[src/hdl/uartrx_pkg.sv]
// ----------------------------------------------------------------------------
// uartrx_pkg
// Shared types and constants for the UART RX FIFO / IRQ register block.
// ----------------------------------------------------------------------------
package uartrx_pkg;

    // Default receive FIFO depth
    localparam int RX_DEPTH_DEF = 16;

    // Field widths
    localparam int OFFSET_W = 12;
    localparam int DATA_W   = 11;
    localparam int BYTE_W   = 8;

    // Register byte offsets (PL011 layout)
    localparam logic [OFFSET_W-1:0] OFF_DR   = 12'h000;
    localparam logic [OFFSET_W-1:0] OFF_FR   = 12'h018;
    localparam logic [OFFSET_W-1:0] OFF_IMSC = 12'h038;
    localparam logic [OFFSET_W-1:0] OFF_RIS  = 12'h03C;
    localparam logic [OFFSET_W-1:0] OFF_MIS  = 12'h040;
    localparam logic [OFFSET_W-1:0] OFF_ICR  = 12'h044;

    // Bit positions
    localparam int RX_BIT  = 4;
    localparam int FR_RXFE = 4;
    localparam int FR_RXFF = 6;

    typedef enum logic [1:0] {
        OP_READ  = 2'd0,
        OP_WRITE = 2'd1,
        OP_RX    = 2'd2
    } opcode_t;

    // FIFO status seen by the register decode
    typedef struct packed {
        logic empty;
        logic full;
    } fifo_status_t;

    // Result word held between decode and the output register
    typedef struct packed {
        logic [DATA_W-1:0] read_data;
        logic              use_pop;
        logic              tx_valid;
        logic [BYTE_W-1:0] tx_byte;
        logic              irq_pulse;
        logic              rx_accepted;
    } stage_t;

endpackage

[src/hdl/uartrx_fifo.sv]
// ----------------------------------------------------------------------------
// uartrx_fifo
// Receive FIFO: circular buffer in a synchronous RAM with a registered read port.
// ----------------------------------------------------------------------------
module uartrx_fifo #(
    parameter int RX_DEPTH = uartrx_pkg::RX_DEPTH_DEF
) (
    input  logic                            clk,
    input  logic                            rst_n,
    input  logic                            push,
    input  logic [uartrx_pkg::BYTE_W-1:0]   push_data,
    input  logic                            pop,
    output logic [uartrx_pkg::BYTE_W-1:0]   pop_data,
    output uartrx_pkg::fifo_status_t        status
);

    localparam int PW = $clog2(RX_DEPTH);
    localparam int CW = $clog2(RX_DEPTH + 1);

    logic [uartrx_pkg::BYTE_W-1:0] mem [RX_DEPTH];

    logic [PW-1:0] head_reg, head_next;
    logic [PW-1:0] tail_reg, tail_next;
    logic [CW-1:0] count_reg, count_next;
    logic [uartrx_pkg::BYTE_W-1:0] rdata_reg;

    assign status.empty = (count_reg == '0);
    assign status.full  = (count_reg == CW'(RX_DEPTH));
    assign pop_data     = rdata_reg;

    always_comb
    begin
        head_next  = head_reg;
        tail_next  = tail_reg;
        count_next = count_reg;
        if (push)
        begin
            tail_next  = (tail_reg == PW'(RX_DEPTH - 1)) ? '0 : tail_reg + PW'(1);
            count_next = count_reg + CW'(1);
        end
        else if (pop)
        begin
            head_next  = (head_reg == PW'(RX_DEPTH - 1)) ? '0 : head_reg + PW'(1);
            count_next = count_reg - CW'(1);
        end
    end

    always_ff @(posedge clk or negedge rst_n)
    begin
        if (!rst_n)
        begin
            head_reg  <= '0;
            tail_reg  <= '0;
            count_reg <= '0;
        end
        else
        begin
            head_reg  <= head_next;
            tail_reg  <= tail_next;
            count_reg <= count_next;
        end
    end

    // push and pop never share a cycle, so no bypass is needed
    always_ff @(posedge clk)
    begin
        if (push)
            mem[tail_reg] <= push_data;
        if (pop)
            rdata_reg <= mem[head_reg];
    end

endmodule

[src/hdl/uart_rx_fifo_irq_registers.sv]
// ----------------------------------------------------------------------------
// uart_rx_fifo_irq_registers
// Minimal PL011-style register block with receive FIFO and RX interrupt.
// ----------------------------------------------------------------------------
// One word in per cycle, one result word out per cycle. Each input word is a
// register read, a register write or an arriving receive byte, and gives one
// result word, which passes through the decode stage and then the output
// register. The output register is needed by the receive FIFO RAM, whose
// read port is registered: a DR read issues the RAM read at acceptance and
// the popped byte joins the result in the following stage. in_ready stays
// high while the output register is free or being emptied, so full rate is
// kept as long as out_ready is held high. FIFO RAM contents are not reset;
// only entries that have been pushed are ever read back. Register offsets
// and bit positions follow the PL011 layout; only the RX interrupt (bit 4)
// is implemented, other offsets read 0 and ignore writes.
// ----------------------------------------------------------------------------
module uart_rx_fifo_irq_registers #(
    parameter int RX_DEPTH = uartrx_pkg::RX_DEPTH_DEF
) (
    input  logic                              clk,
    input  logic                              rst_n,
    // input channel
    input  logic                              in_valid,
    output logic                              in_ready,
    input  logic [1:0]                        opcode,
    input  logic [uartrx_pkg::OFFSET_W-1:0]   reg_offset,
    input  logic [uartrx_pkg::DATA_W-1:0]     write_data,
    input  logic [uartrx_pkg::BYTE_W-1:0]     rx_byte,
    // result channel
    output logic                              out_valid,
    input  logic                              out_ready,
    output logic [uartrx_pkg::DATA_W-1:0]     read_data,
    output logic                              tx_valid,
    output logic [uartrx_pkg::BYTE_W-1:0]     tx_byte,
    output logic                              irq_pulse,
    output logic                              rx_accepted
);

    localparam int DW = uartrx_pkg::DATA_W;
    localparam int BW = uartrx_pkg::BYTE_W;

    // ---------------------------------------------------------------------
    // Handshake: decode stage s1 feeds the output register.
    // ---------------------------------------------------------------------
    logic s1_valid_reg, s1_valid_next;
    logic out_valid_reg, out_valid_next;
    logic out_free;      // output register can load this cycle
    logic accept;

    assign out_free = !out_valid_reg || out_ready;
    assign in_ready = !s1_valid_reg || out_free;
    assign accept   = in_valid && in_ready;

    // ---------------------------------------------------------------------
    // Architectural registers. Only RX raw status (bit 4) can ever be set,
    // so it is kept as a single flop.
    // ---------------------------------------------------------------------
    logic          rx_raw_reg, rx_raw_next;
    logic [DW-1:0] int_mask_reg, int_mask_next;

    // FIFO interface
    logic                     fifo_push;
    logic                     fifo_pop;
    logic [BW-1:0]            fifo_pop_data;
    uartrx_pkg::fifo_status_t fifo_status;

    uartrx_fifo #(
        .RX_DEPTH (RX_DEPTH)
    ) u_fifo (
        .clk       (clk),
        .rst_n     (rst_n),
        .push      (fifo_push),
        .push_data (rx_byte),
        .pop       (fifo_pop),
        .pop_data  (fifo_pop_data),
        .status    (fifo_status)
    );

    // ---------------------------------------------------------------------
    // Decode: computes the result word and register updates for the word
    // being accepted. A DR read only flags the pop; the byte arrives from
    // the RAM's registered read port while the word is held in s1.
    // ---------------------------------------------------------------------
    uartrx_pkg::stage_t s1_next;
    uartrx_pkg::stage_t s1_reg;
    logic [DW-1:0]      raw_word;

    assign raw_word = DW'(rx_raw_reg) << uartrx_pkg::RX_BIT;

    always_comb
    begin
        s1_next       = '0;
        rx_raw_next   = rx_raw_reg;
        int_mask_next = int_mask_reg;
        fifo_push     = 1'b0;
        fifo_pop      = 1'b0;

        if (accept)
        begin
            case (opcode)
                uartrx_pkg::OP_READ:
                begin
                    case (reg_offset)
                        uartrx_pkg::OFF_DR:
                        begin
                            rx_raw_next      = 1'b0;
                            fifo_pop         = !fifo_status.empty;
                            s1_next.use_pop  = !fifo_status.empty;
                        end
                        uartrx_pkg::OFF_FR:
                        begin
                            if (fifo_status.empty)
                                s1_next.read_data[uartrx_pkg::FR_RXFE] = 1'b1;
                            else
                                s1_next.read_data[uartrx_pkg::FR_RXFF] = 1'b1;
                        end
                        uartrx_pkg::OFF_IMSC: s1_next.read_data = int_mask_reg;
                        uartrx_pkg::OFF_RIS:  s1_next.read_data = raw_word;
                        uartrx_pkg::OFF_MIS:  s1_next.read_data = raw_word & int_mask_reg;
                        default:              s1_next.read_data = '0;
                    endcase
                end
                uartrx_pkg::OP_WRITE:
                begin
                    case (reg_offset)
                        uartrx_pkg::OFF_DR:
                        begin
                            s1_next.tx_valid = 1'b1;
                            s1_next.tx_byte  = write_data[BW-1:0];
                        end
                        uartrx_pkg::OFF_IMSC:
                        begin
                            // pulse on a fresh unmask of a pending RX
                            s1_next.irq_pulse = write_data[uartrx_pkg::RX_BIT]
                                && !int_mask_reg[uartrx_pkg::RX_BIT] && rx_raw_reg;
                            int_mask_next = write_data;
                        end
                        uartrx_pkg::OFF_ICR:
                        begin
                            if (write_data[uartrx_pkg::RX_BIT])
                                rx_raw_next = 1'b0;
                        end
                        default:
                        begin
                        end
                    endcase
                end
                uartrx_pkg::OP_RX:
                begin
                    // raw bit and irq are set even when the byte is dropped
                    fifo_push           = !fifo_status.full;
                    s1_next.rx_accepted = !fifo_status.full;
                    rx_raw_next         = 1'b1;
                    s1_next.irq_pulse   = int_mask_reg[uartrx_pkg::RX_BIT];
                end
                default:
                begin
                end
            endcase
        end
    end

    // stage valid bits
    always_comb
    begin
        s1_valid_next  = s1_valid_reg;
        out_valid_next = out_valid_reg;
        if (out_free)
            out_valid_next = s1_valid_reg;
        if (in_ready)
            s1_valid_next = in_valid;
    end

    always_ff @(posedge clk or negedge rst_n)
    begin
        if (!rst_n)
        begin
            s1_valid_reg  <= 1'b0;
            out_valid_reg <= 1'b0;
            rx_raw_reg    <= 1'b0;
            int_mask_reg  <= '0;
        end
        else
        begin
            s1_valid_reg  <= s1_valid_next;
            out_valid_reg <= out_valid_next;
            rx_raw_reg    <= rx_raw_next;
            int_mask_reg  <= int_mask_next;
        end
    end

    // ---------------------------------------------------------------------
    // Payload registers. s1 holds while stalled; the RAM read register also
    // holds since no new pop can be issued until s1 moves on.
    // ---------------------------------------------------------------------
    logic [DW-1:0] read_data_reg;
    logic          tx_valid_reg;
    logic [BW-1:0] tx_byte_reg;
    logic          irq_pulse_reg;
    logic          rx_accepted_reg;

    always_ff @(posedge clk)
    begin
        if (accept)
            s1_reg <= s1_next;
        if (out_free && s1_valid_reg)
        begin
            read_data_reg   <= s1_reg.use_pop ? DW'(fifo_pop_data) : s1_reg.read_data;
            tx_valid_reg    <= s1_reg.tx_valid;
            tx_byte_reg     <= s1_reg.tx_byte;
            irq_pulse_reg   <= s1_reg.irq_pulse;
            rx_accepted_reg <= s1_reg.rx_accepted;
        end
    end

    assign out_valid   = out_valid_reg;
    assign read_data   = read_data_reg;
    assign tx_valid    = tx_valid_reg;
    assign tx_byte     = tx_byte_reg;
    assign irq_pulse   = irq_pulse_reg;
    assign rx_accepted = rx_accepted_reg;

endmodule

[config.mk]
export PLATFORM = sky130hd
export DESIGN_NAME = uart_rx_fifo_irq_registers
export DESIGN_NICKNAME = d
export VERILOG_FILES = /design/src/hdl/uartrx_pkg.sv /design/src/hdl/uartrx_fifo.sv /design/src/hdl/uart_rx_fifo_irq_registers.sv
export SDC_FILE = /design/constraint.sdc
export NUM_CORES = 1
export LEC_CHECK = 0
export BUFFER_PORTS_ARGS = -buffer_cell sky130_fd_sc_hd__buf_2
export CORE_MARGIN = 1
export CORE_UTILIZATION = 40
export CTS_CLUSTER_SIZE = 24
export DETAILED_ROUTE_END_ITERATION = 7
export PLACE_DENSITY = 0.64
export SLEW_MARGIN = 20
export SYNTH_ARGS = -nofsm -noshare
export SYNTH_HDL_FRONTEND = slang
export SYNTH_SLANG_ARGS = --single-unit
[constraint.sdc]
create_clock -name clk -period 2.7 [get_ports clk]
set_input_delay 0 -clock clk [delete_from_list [all_inputs] [get_ports clk]]
set_output_delay 0 -clock clk [all_outputs]
set_load 0.03 [all_outputs]
Yosys cells after proc, flatten, opt, wreduce, memory -nomap -nowiden
Memory sizes are Yosys's and may differ from the RTL's. A register that Yosys moved wholly into a read port is not among the register bits.
Index checks and enable logic that the tools add are counted.
{ "totals": {"rom_bits": 0, "register_bits": 72, "latch_bits": 0, "in_bits": 37, "word_cells": 85, "ram_bits": 128, "output_inout_bits": 24, "n_memories": 1} }
{ "mem_list": {"columns": ["memory", "depth", "width", "read_ports", "rd_ports_with_merged_regs", "write_ports", "line_no", "text"], "rows": [
  ["u_fifo.mem", 16, 8, 1, 1, 1, "uartrx_fifo.sv:20", "logic [uartrx_pkg::BYTE_W-1:0] mem [RX_DEPTH];"]
]} }
{ "op_classes": {"order_cmp": 0, "bitwise": 2, "n_eq_ne": 13, "shifts": 0, "n_div": 0, "mux": 26, "reduce_logical": 20, "add_sub_neg": 4, "n_mul": 0} }
{ "ops": {"columns": ["operator", "n"], "rows": [
  ["12-bit by 6-bit == test with 1-bit output (second input constant)", 2],
  ["12-bit by 7-bit == test with 1-bit output (second input constant)", 2],
  ["4-bit case mux with 2 select lines", 2],
  ["1-bit 2-to-1 mux", 13],
  ["12-bit by 5-bit == test with 1-bit output (second input constant)", 1],
  ["12-bit logical NOT", 1],
  ["5-bit by 11-bit bitwise AND with 11-bit output", 1],
  ["5-bit 2-to-1 mux", 2],
  ["9-bit 2-to-1 mux", 1],
  ["4-bit by 1-bit adder with 4-bit output (second input constant)", 2],
  ["4-bit == test (second input constant)", 2],
  ["4-bit 2-to-1 mux", 2],
  ["8-bit 2-to-1 mux", 1],
  ["1-bit case mux with 3 select lines", 2],
  ["5-bit by 1-bit adder with 5-bit output (second input constant)", 1],
  ["5-bit == test (second input constant)", 1],
  ["1-bit logical NOT", 5],
  ["5-bit logical NOT", 1],
  ["5-bit AND reduction", 1],
  ["5-bit by 1-bit subtractor with 5-bit output (second input constant)", 1],
  ["1-bit logical AND", 4],
  ["2-bit inequality test (second input constant)", 2],
  ["1-bit case mux with 2 select lines", 2],
  ["1-bit case mux with 4 select lines", 1],
  ["10 further kinds", 12]
]} }

Depth between registers and ports, before layout
Gate-level depths: netlist (run 1).
{ "logic_depth": {"depth_word": 7, "ltp_mapped": 12, "mapped_depth_nobuf": 12} }

Cells and area by module
A second synthesis (run 1) with hierarchy kept.
{ "hier_totals": {"cells_unflattened": 467, "area_unflattened_um2": 8478.1} }
{ "modules_own_cells": {"columns": ["mod", "cells_each", "seq_area_each_um2", "area_each_um2", "instances"], "rows": [
  ["uartrx_fifo", 313, 4409.2, 6009.5, 1],
  ["uart_rx_fifo_irq_registers", 154, 1701.6, 2468.6, 1]
]} }

Worst setup path after synthesis (run 1)
No wires, ideal clock.
{ "synth_timing": {"kind": "register to register", "startpoint": "register out_valid_reg (netlist: out_valid)", "endpoint": "register u_fifo.count_reg[4]", "setup_ps": 125, "path_buffers": 0, "slack_ps": -292, "period_less_slack_ps": 2992, "stages_incl_launch_ff": 11, "required_ps": 2575, "t_arrival_ps": 2866, "path_cell_list": "dfrtp_1 -> nand3b_1 -> nand2_1 -> inv_1 -> nand2_2 -> ha_1 -> a21oi_1 -> nand2_1 -> nor4_1 -> o21ai_1 -> xnor2_1"} }
{ "synth_between": {"elab_chain_len": 6, "elab_cells_between_ends": 8, "classes_between": "mux: 3; reduce/logical: 5"} }
{ "synth_rtl": {"columns": ["element", "line_no", "text"], "rows": [
  ["start, declared", "uart_rx_fifo_irq_registers.sv:46", "logic out_valid_reg, out_valid_next;"],
  ["start signal, assigned", "uart_rx_fifo_irq_registers.sv:186", "out_valid_reg <= out_valid_next;"],
  ["1-bit logical NOT *", "uart_rx_fifo_irq_registers.sv:50", "assign out_free = !out_valid_reg || out_ready;"],
  ["1-bit logical OR *", "uart_rx_fifo_irq_registers.sv:50", null],
  ["1-bit logical OR *", "uart_rx_fifo_irq_registers.sv:51", "assign in_ready = !s1_valid_reg || out_free;"],
  ["via in_ready", "uart_rx_fifo_irq_registers.sv:24", "output logic in_ready,"],
  ["1-bit logical AND *", "uart_rx_fifo_irq_registers.sv:52", "assign accept = in_valid && in_ready;"],
  ["via accept", "uart_rx_fifo_irq_registers.sv:48", "logic accept;"],
  ["1-bit 2-to-1 mux", "uart_rx_fifo_irq_registers.sv:98", "if (accept)"],
  ["5-bit 2-to-1 mux / 2-bit nonzero test (equally long branches)", null, null],
  ["end signal, assigned", "uartrx_fifo.sv:60", "count_reg <= count_next;"],
  ["end, declared", "uartrx_fifo.sv:24", "logic [CW-1:0] count_reg, count_next;"]
]} }
Mark *: on every way through the listed nets, which the timed path passes. The rest lies on a longest branch.
A chain may end at the register's enable or synchronous reset.

==> impl_metrics.yaml, run 1 <==
run_status:
  status: "completed"
clocking:
  clk_path_buf_depth: 3
  cts_htree_levels: 1
  clk_transition_reported_paths_ns: 0.06
  post_cts_buffers: 0
  cts_tree: "done"
  cts_root_buffer: "clkbuf_16"
  numCtsBuffers: 22
  clk_latency_ns: 0.50
  cts.sinks: 208
critical_path:
  required_ns: 3.08
  slowest_stage: "or4_4"
  cp_cell_sequence: "or4_4, o21ai_4, inv_2, nand2_4, inv_4, fa_2, nand3b_1, a21oi_1, o21ai_1, xnor2_1"
  worstPathMaxFanout: 10
  cp-start-kind: "flop"
  crit_arrival_ns: 2.90
  path_buf_inv: 2
  crit_family: "simple AND/OR/NAND/NOR gates"
  timing.reg2reg.setup_slack_ns: 0.18
  r2r_cells: 10
  max_stage_delay_ns: 0.58
  crit_type: "flop to flop"
  cp.depth: 10
  critical_path.endpoint_type: "flop"
floorplan:
  dieHeight_um: 148
  start_util_pct: 41.3
  core_area_um2: 20500
  die_area_um2: 21800
  rows: 52
  die_w_um: 148
  num_io_pins: 61
synth:
  yosysWarnings: 0
  synth_cells: 504
  synth_seq_cells: 208
  synth_seq_area_share_pct: 72.1
  yosys.area.top_type: "edfxtp_1"
  synth.distinct_cells: 48
  synth-edff-count: 181
  synth_top_cell_area_share_pct: 64.1
  avgSynthCellArea_um2: 16.8
  syn_nets: 555
  async_flop_share_pct: 13.0
  synth_flop_cell: "edfxtp_1"
  syn-cell-area_um2: 8470
  synth_top_cells_by_area: "edfxtp_1 64%, dfrtp_1 8.0%, mux4_2 4.3%"
timing:
  fmax_mhz: 397
  relSlewSlack_pct: 55.9
  report.final.slew_viol_count: 0
  setup_viol: 0
  rsz0062_at_grt: "false"
  finalHoldViolations: 0
  post-route-period-util_pct: 93.2
  fin_crit_ns: 2.52
  skew_ns: 0.0109
  worstMarginPinSlew_ns: 0.659
global_route:
  grtUsageTotal_pct: 15.8
  grt_pass1_vias: 4795
  grt_overflow: 0
  grt_max_degree: 54
  grt_antenna_before_repair: 0
  grt_first_pass_wirelength_mm: 26.3
min_path:
  min_path_type: "primary input to flop"
  hold_depth: 5
pwr:
  p_leak_uw: 0.00355
  peakVddDrop_uv: 565
  power_density_nw_per_um2: 722
final_layout:
  drive_gt1_share_pct: 25.1
  fin_cells: 887
  utilization_pct: 49.0
  nNetsFinal: 652
  fillers: 1699
  largest_reg_flops: 128
  multi_input_area_um2: 2240
  seqCellArea_um2: 6110
  area_growth_pct: 18.5
  diodes: 0
detailed_routing:
  routedWlPerCell_um: 18.9
  vias_per_cell: 5.18
  drc: 0
  finalWirelength_mm: 16.8
  drt_pre_antenna_iters: 7
  ant_nets: 0
  drt-initial-drc-count: 407
  vias: 4593
place:
  gp_congestion: 0.820
  port_buffers: 60
  dp.cells: 822
  dp_hpwl_mm: 11.0
job:
  drv_cap: 0
[path summary, 6_finish.rpt]
| check | endpoint | from |
|---|---|---|
| max reg2reg | u_fifo.count_reg[4] | u_fifo.count_reg[1] |
| max | u_fifo.count_reg[4] | u_fifo.count_reg[1] |
| min in group asynchronous | int_mask_reg[9] | rst_n |
| min | rx_raw_reg | reg_offset[6] |
| min reg2reg | tx_byte[3] | s1_reg[5] |
| max in group asynchronous | out_valid | rst_n |
[stage by stage]
step | setup TNS, ns | instance area, um2 | setup slack, ns | total power, uW | hold slack (ns)
floorplan | -0.0306 | 8490 | -0.0306 | 4230 | -0.296
global placement | 0 | 9110 | 0.243 | 4440 | 0.0529
detailed placement | 0 | 9110 | 0.187 | 4480 | 0.0652
CTS | 0 | 10000 | 0.174 | 7310 | 0.0214
global route | 0 | 10000 | 0.0821 | 7530 | 0.0520
finish | 0 | 10000 | 0.183 | 7250 | 0.0351
[synth_stat cells (2+ instances only)]
cell type,instances
nand3_1,10
mux4_2,16
a22oi_1,8
inv_2,2
buf_2,7
edfxtp_1,181
clkbuf_1,6
nor3b_1,2
xnor2_1,5
nand2b_1,3
nor2_1,13
mux2i_1,25
ha_1,13
o31ai_1,2
buf_1,3
nand2_1,21
a31oi_1,2
mux2_4,2
o21ai_0,20
nand4_1,2
nor3_1,4
a221oi_1,8
nand3b_1,2
and2_1,29
nor2b_1,5
o41ai_1,4
dfrtp_1,27
a21oi_1,12
mux2_2,30
and3_1,11
inv_1,12
[cell type report]
class                      count  share of cell area [%]
clock inverter                 2                  0.0873
clock buffer                  38                    6.69
sequential                   208                    60.9
multi-input combinational    264                    22.3
tap                          270                    3.37
inverter                      14                   0.586
timing repair buffer          91                    6.06
[cells by family (layout without fill, tap and decap cells)]
family	Yosys count	after routing	synth area share (%)
flip-flops	208	208	72.1
AND/OR/NAND/NOR	110	110	7.19
multiplexers	73	73	11.5
AO/OA/AOI/OAI	61	61	4.78
buffers and inverters	32	145	1.58
adder cells (fa/ha/maj)	14	14	2.16
XOR/XNOR	6	6	0.620
[what timing repair did]
item,4_1_cts,5_1_grt
gates resized for setup,0,0
hold endpoints to repair,178,0
endpoints found under the setup margin,0,0
hold buffers,25,0
[placed cells by master, fill, tap and decap left out, types with 2 or more instances in the layout]
cell type	Yosys	routed
o31ai_1	2	2
o41ai_1	4	4
ha_1	13	13
nand4_1	2	2
nor2b_1	5	5
mux2_4	2	2
a221oi_1	8	8
mux4_2	16	16
buf_2	7	60
nor2_1	13	13
nor3b_1	2	2
buf_4	1	5
clkbuf_16	0	23
clkbuf_8	0	4
a22oi_1	8	8
dlygate4sd3_1	0	25
a31oi_1	2	2
and2_1	29	29
nand3_1	10	10
dfrtp_1	27	25
mux2_2	30	30
inv_1	12	11
and3_1	11	11
nand2b_1	3	3
dfrtp_2	0	2
nor3_1	4	4
nand3b_1	2	2
edfxtp_1	181	181
clkbuf_1	6	11
nand2_1	21	20
mux2i_1	25	25
xnor2_1	5	5
o21ai_0	20	20
a21oi_1	12	12
[worst reg2reg max path, stage by stage, from the launching register on]
cell	delay [ns]
dfrtp_1	0.40
or4_4	0.59
o21ai_4	0.20
inv_2	0.08
nand2_4	0.14
inv_4	0.07
fa_2	0.35
nand3b_1	0.20
a21oi_1	0.16
o21ai_1	0.09
xnor2_1	0.14
[power breakdown]
group	switching, uW	internal, uW
sequential	108	3650
clock	1130	1680
combinational	410	272
[routing by layer]
metal / global-route usage (%) / vias up / routed length, um
met3: 2.38 / 38 / 895
met1: 20.8 / 2285 / 7050
met5: 0 / - / 0
met2: 26.5 / 122 / 8370
li1: - / 2148 / -
met4: 5.77 / 0 / 476
Note: power is estimated with default switching activity, not from simulation.
==> run 2, diff against run 1 <==
--- a/config.mk
+++ b/config.mk
@@ -10,7 +10,9 @@
 export CORE_UTILIZATION = 40
 export CTS_CLUSTER_SIZE = 24
 export DETAILED_ROUTE_END_ITERATION = 7
+export HOLD_SLACK_MARGIN = 0.02
 export PLACE_DENSITY = 0.64
+export SETUP_SLACK_MARGIN = 0.2
 export SLEW_MARGIN = 20
 export SYNTH_ARGS = -nofsm -noshare
 export SYNTH_HDL_FRONTEND = slang
==> impl_metrics.yaml, run 2 (synthesis results as in run 1) <==
timing:
  worst_hold_slack_ns: 0.0328
  setup_viol: 0
  fin_crit_ns: 2.39
  postLayoutSetupSlackWorst_ns: 0.311
  post-route-period-util_pct: 88.5
  rsz0062_at_grt: "true"
  skew_ns: 0.00735
  finalHoldViolations: 0
  report.final.slew_viol_count: 0
  relSlewSlack_pct: 56.9
  fmax_mhz: 419
  worstMarginPinSlew_ns: 0.646
floorplan:
  dieHeight_um: 148
  die_area_um2: 21800
  die_w_um: 148
  core_area_um2: 20500
  start_util_pct: 41.3
  rows: 52
  num_io_pins: 61
min_path:
  worst_hold_path.endpoint: "s1_reg[1]"
  min_path_type: "primary input to flop"
  hold_depth: 4
  hp-start: "opcode[1]"
critical_path:
  timing.reg2reg.setup_slack_ns: 0.31
  worstPathMaxFanout: 7
  crit_type: "flop to flop"
  crit_arrival_ns: 2.77
  rr_endpoint: "u_fifo.count_reg[4]"
  critical_path.endpoint_type: "flop"
  critPathLaunch: "u_fifo.count_reg[3]"
  cp-start-kind: "flop"
  required_ns: 3.08
  reg2reg_from: "u_fifo.count_reg[3]"
  r2r_cells: 10
global_route:
  grt_antenna_before_repair: 0
  grt_first_pass_wirelength_mm: 25.9
  grt_pass1_vias: 4830
  grtUsageTotal_pct: 15.4
  grt_overflow: 0
  grt_max_degree: 36
job:
  drv_cap: 0
pwr:
  p_leak_uw: 0.00365
  peakVddDrop_uv: 447
  power_density_nw_per_um2: 755
detailed_routing:
  ant_nets: 0
  vias: 4626
  drt-initial-drc-count: 281
  vias_per_cell: 5.17
  finalWirelength_mm: 16.3
  drt_pre_antenna_iters: 6
  routedWlPerCell_um: 18.2
  drc: 0
final_layout:
  design_area_um2: 10200
  multi_input_area_um2: 2250
  largest_reg_flops: 128
  nNetsFinal: 660
  final_cell_mix: "181 x edfxtp_1, 60 x buf_2, 30 x mux2_2, 29 x and2_1"
  mostFrequentLayoutCell: "edfxtp_1"
  drive_gt1_share_pct: 27.1
  area_growth_pct: 20.5
  diodes: 0
  fillers: 1696
  seqCellArea_um2: 6110
place:
  dpl_worst_slack_ns: 0.178
  dp_hpwl_mm: 10.8
  port_buffers: 60
  gp_congestion: 0.814
  placed_area_um2: 9110
clocking:
  clk_path_buf_depth: 3
  cts_tree: "done"
  clk_transition_reported_paths_ns: 0.06
  cts.sinks: 208
  cts_root_buffer: "clkbuf_16"
  numCtsBuffers: 22
  clk_latency_ns: 0.50
  cts_htree_levels: 1
run_status:
  status: "completed"
==> run 2: cell count changes in the layout (fill, tap and decap cells not counted), sizes merged <==
cell,before,now
clkbuf,38,25
nand2,22,23
clkinv,2,9
buf,66,73
bufinv,0,5
==> run 2: cell type report <==
class | instances | share of cell area (%)
flip-flops and latches | 208 | 59.9
multi-input cells | 265 | 22.0
repair buffers | 98 | 6.47
clock buffers | 25 | 5.90
well taps | 270 | 3.31
clock inverters | 14 | 1.87
inverters | 14 | 0.576
==> run 2: timing repair <==
action	4_1_cts	5_1_grt
resized for setup	0	1
endpoints found under the hold margin	178	0
gates cloned	0	1
pin swaps	1	5
setup endpoints to repair	1	2
setup buffers	1	5
hold buffers	25	0
==> run 2: through the flow <==
step	setup TNS [ns]	util, %	cells	power, uW
2_1_floorplan	-0.0306	-	504	4230
3_3_place_gp	0	44.5	823	4440
3_5_place_dp	0	44.5	823	4480
4_1_cts	0	49.6	888	7740
5_1_grt	0	49.8	894	8000
6_report	0	49.8	894	7720
==> run 2: worst max-delay path by stage <==
stage,endpoint,cells after the start,slack (ns)
finish,u_fifo.count_reg[4],10,0.31
global route,u_fifo.count_reg[4],10,0.18
global placement,u_fifo.count_reg[4],10,0.24
floorplan,u_fifo.count_reg[4],10,-0.03
detailed placement,u_fifo.count_reg[4],10,0.18
CTS,u_fifo.count_reg[4],10,0.22
==> run 2: power breakdown <==
group	leakage (uW)	total, uW	switching [uW]	internal (uW)
Clock	0.000390	3230	1160	2070
Sequential	0.00201	3760	113	3650
Combinational	0.00124	719	416	303
Total	0.00365	7720	1690	6020
==> run 2: critical path, stage by stage, from the launching register on <==
cell and delay, ns:
dfrtp_1 0.40, or4_4 0.56, o21ai_4 0.15, inv_2 0.08
nand2_4 0.11, inv_4 0.06, fa_2 0.34, nand3b_1 0.19
a21oi_1 0.14, o21ai_1 0.10, xnor2_1 0.14
==> run 2: layer usage <==
metal,vias to the layer above,routed length (um),global-route usage (%),part of all wire [%]
li1,2162,-,-,-
met1,2316,7080,20.4,43
met2,124,8150,25.8,50
met3,24,731,2.53,4.5
met4,0,354,5.57,2.2
met5,-,0,0,0
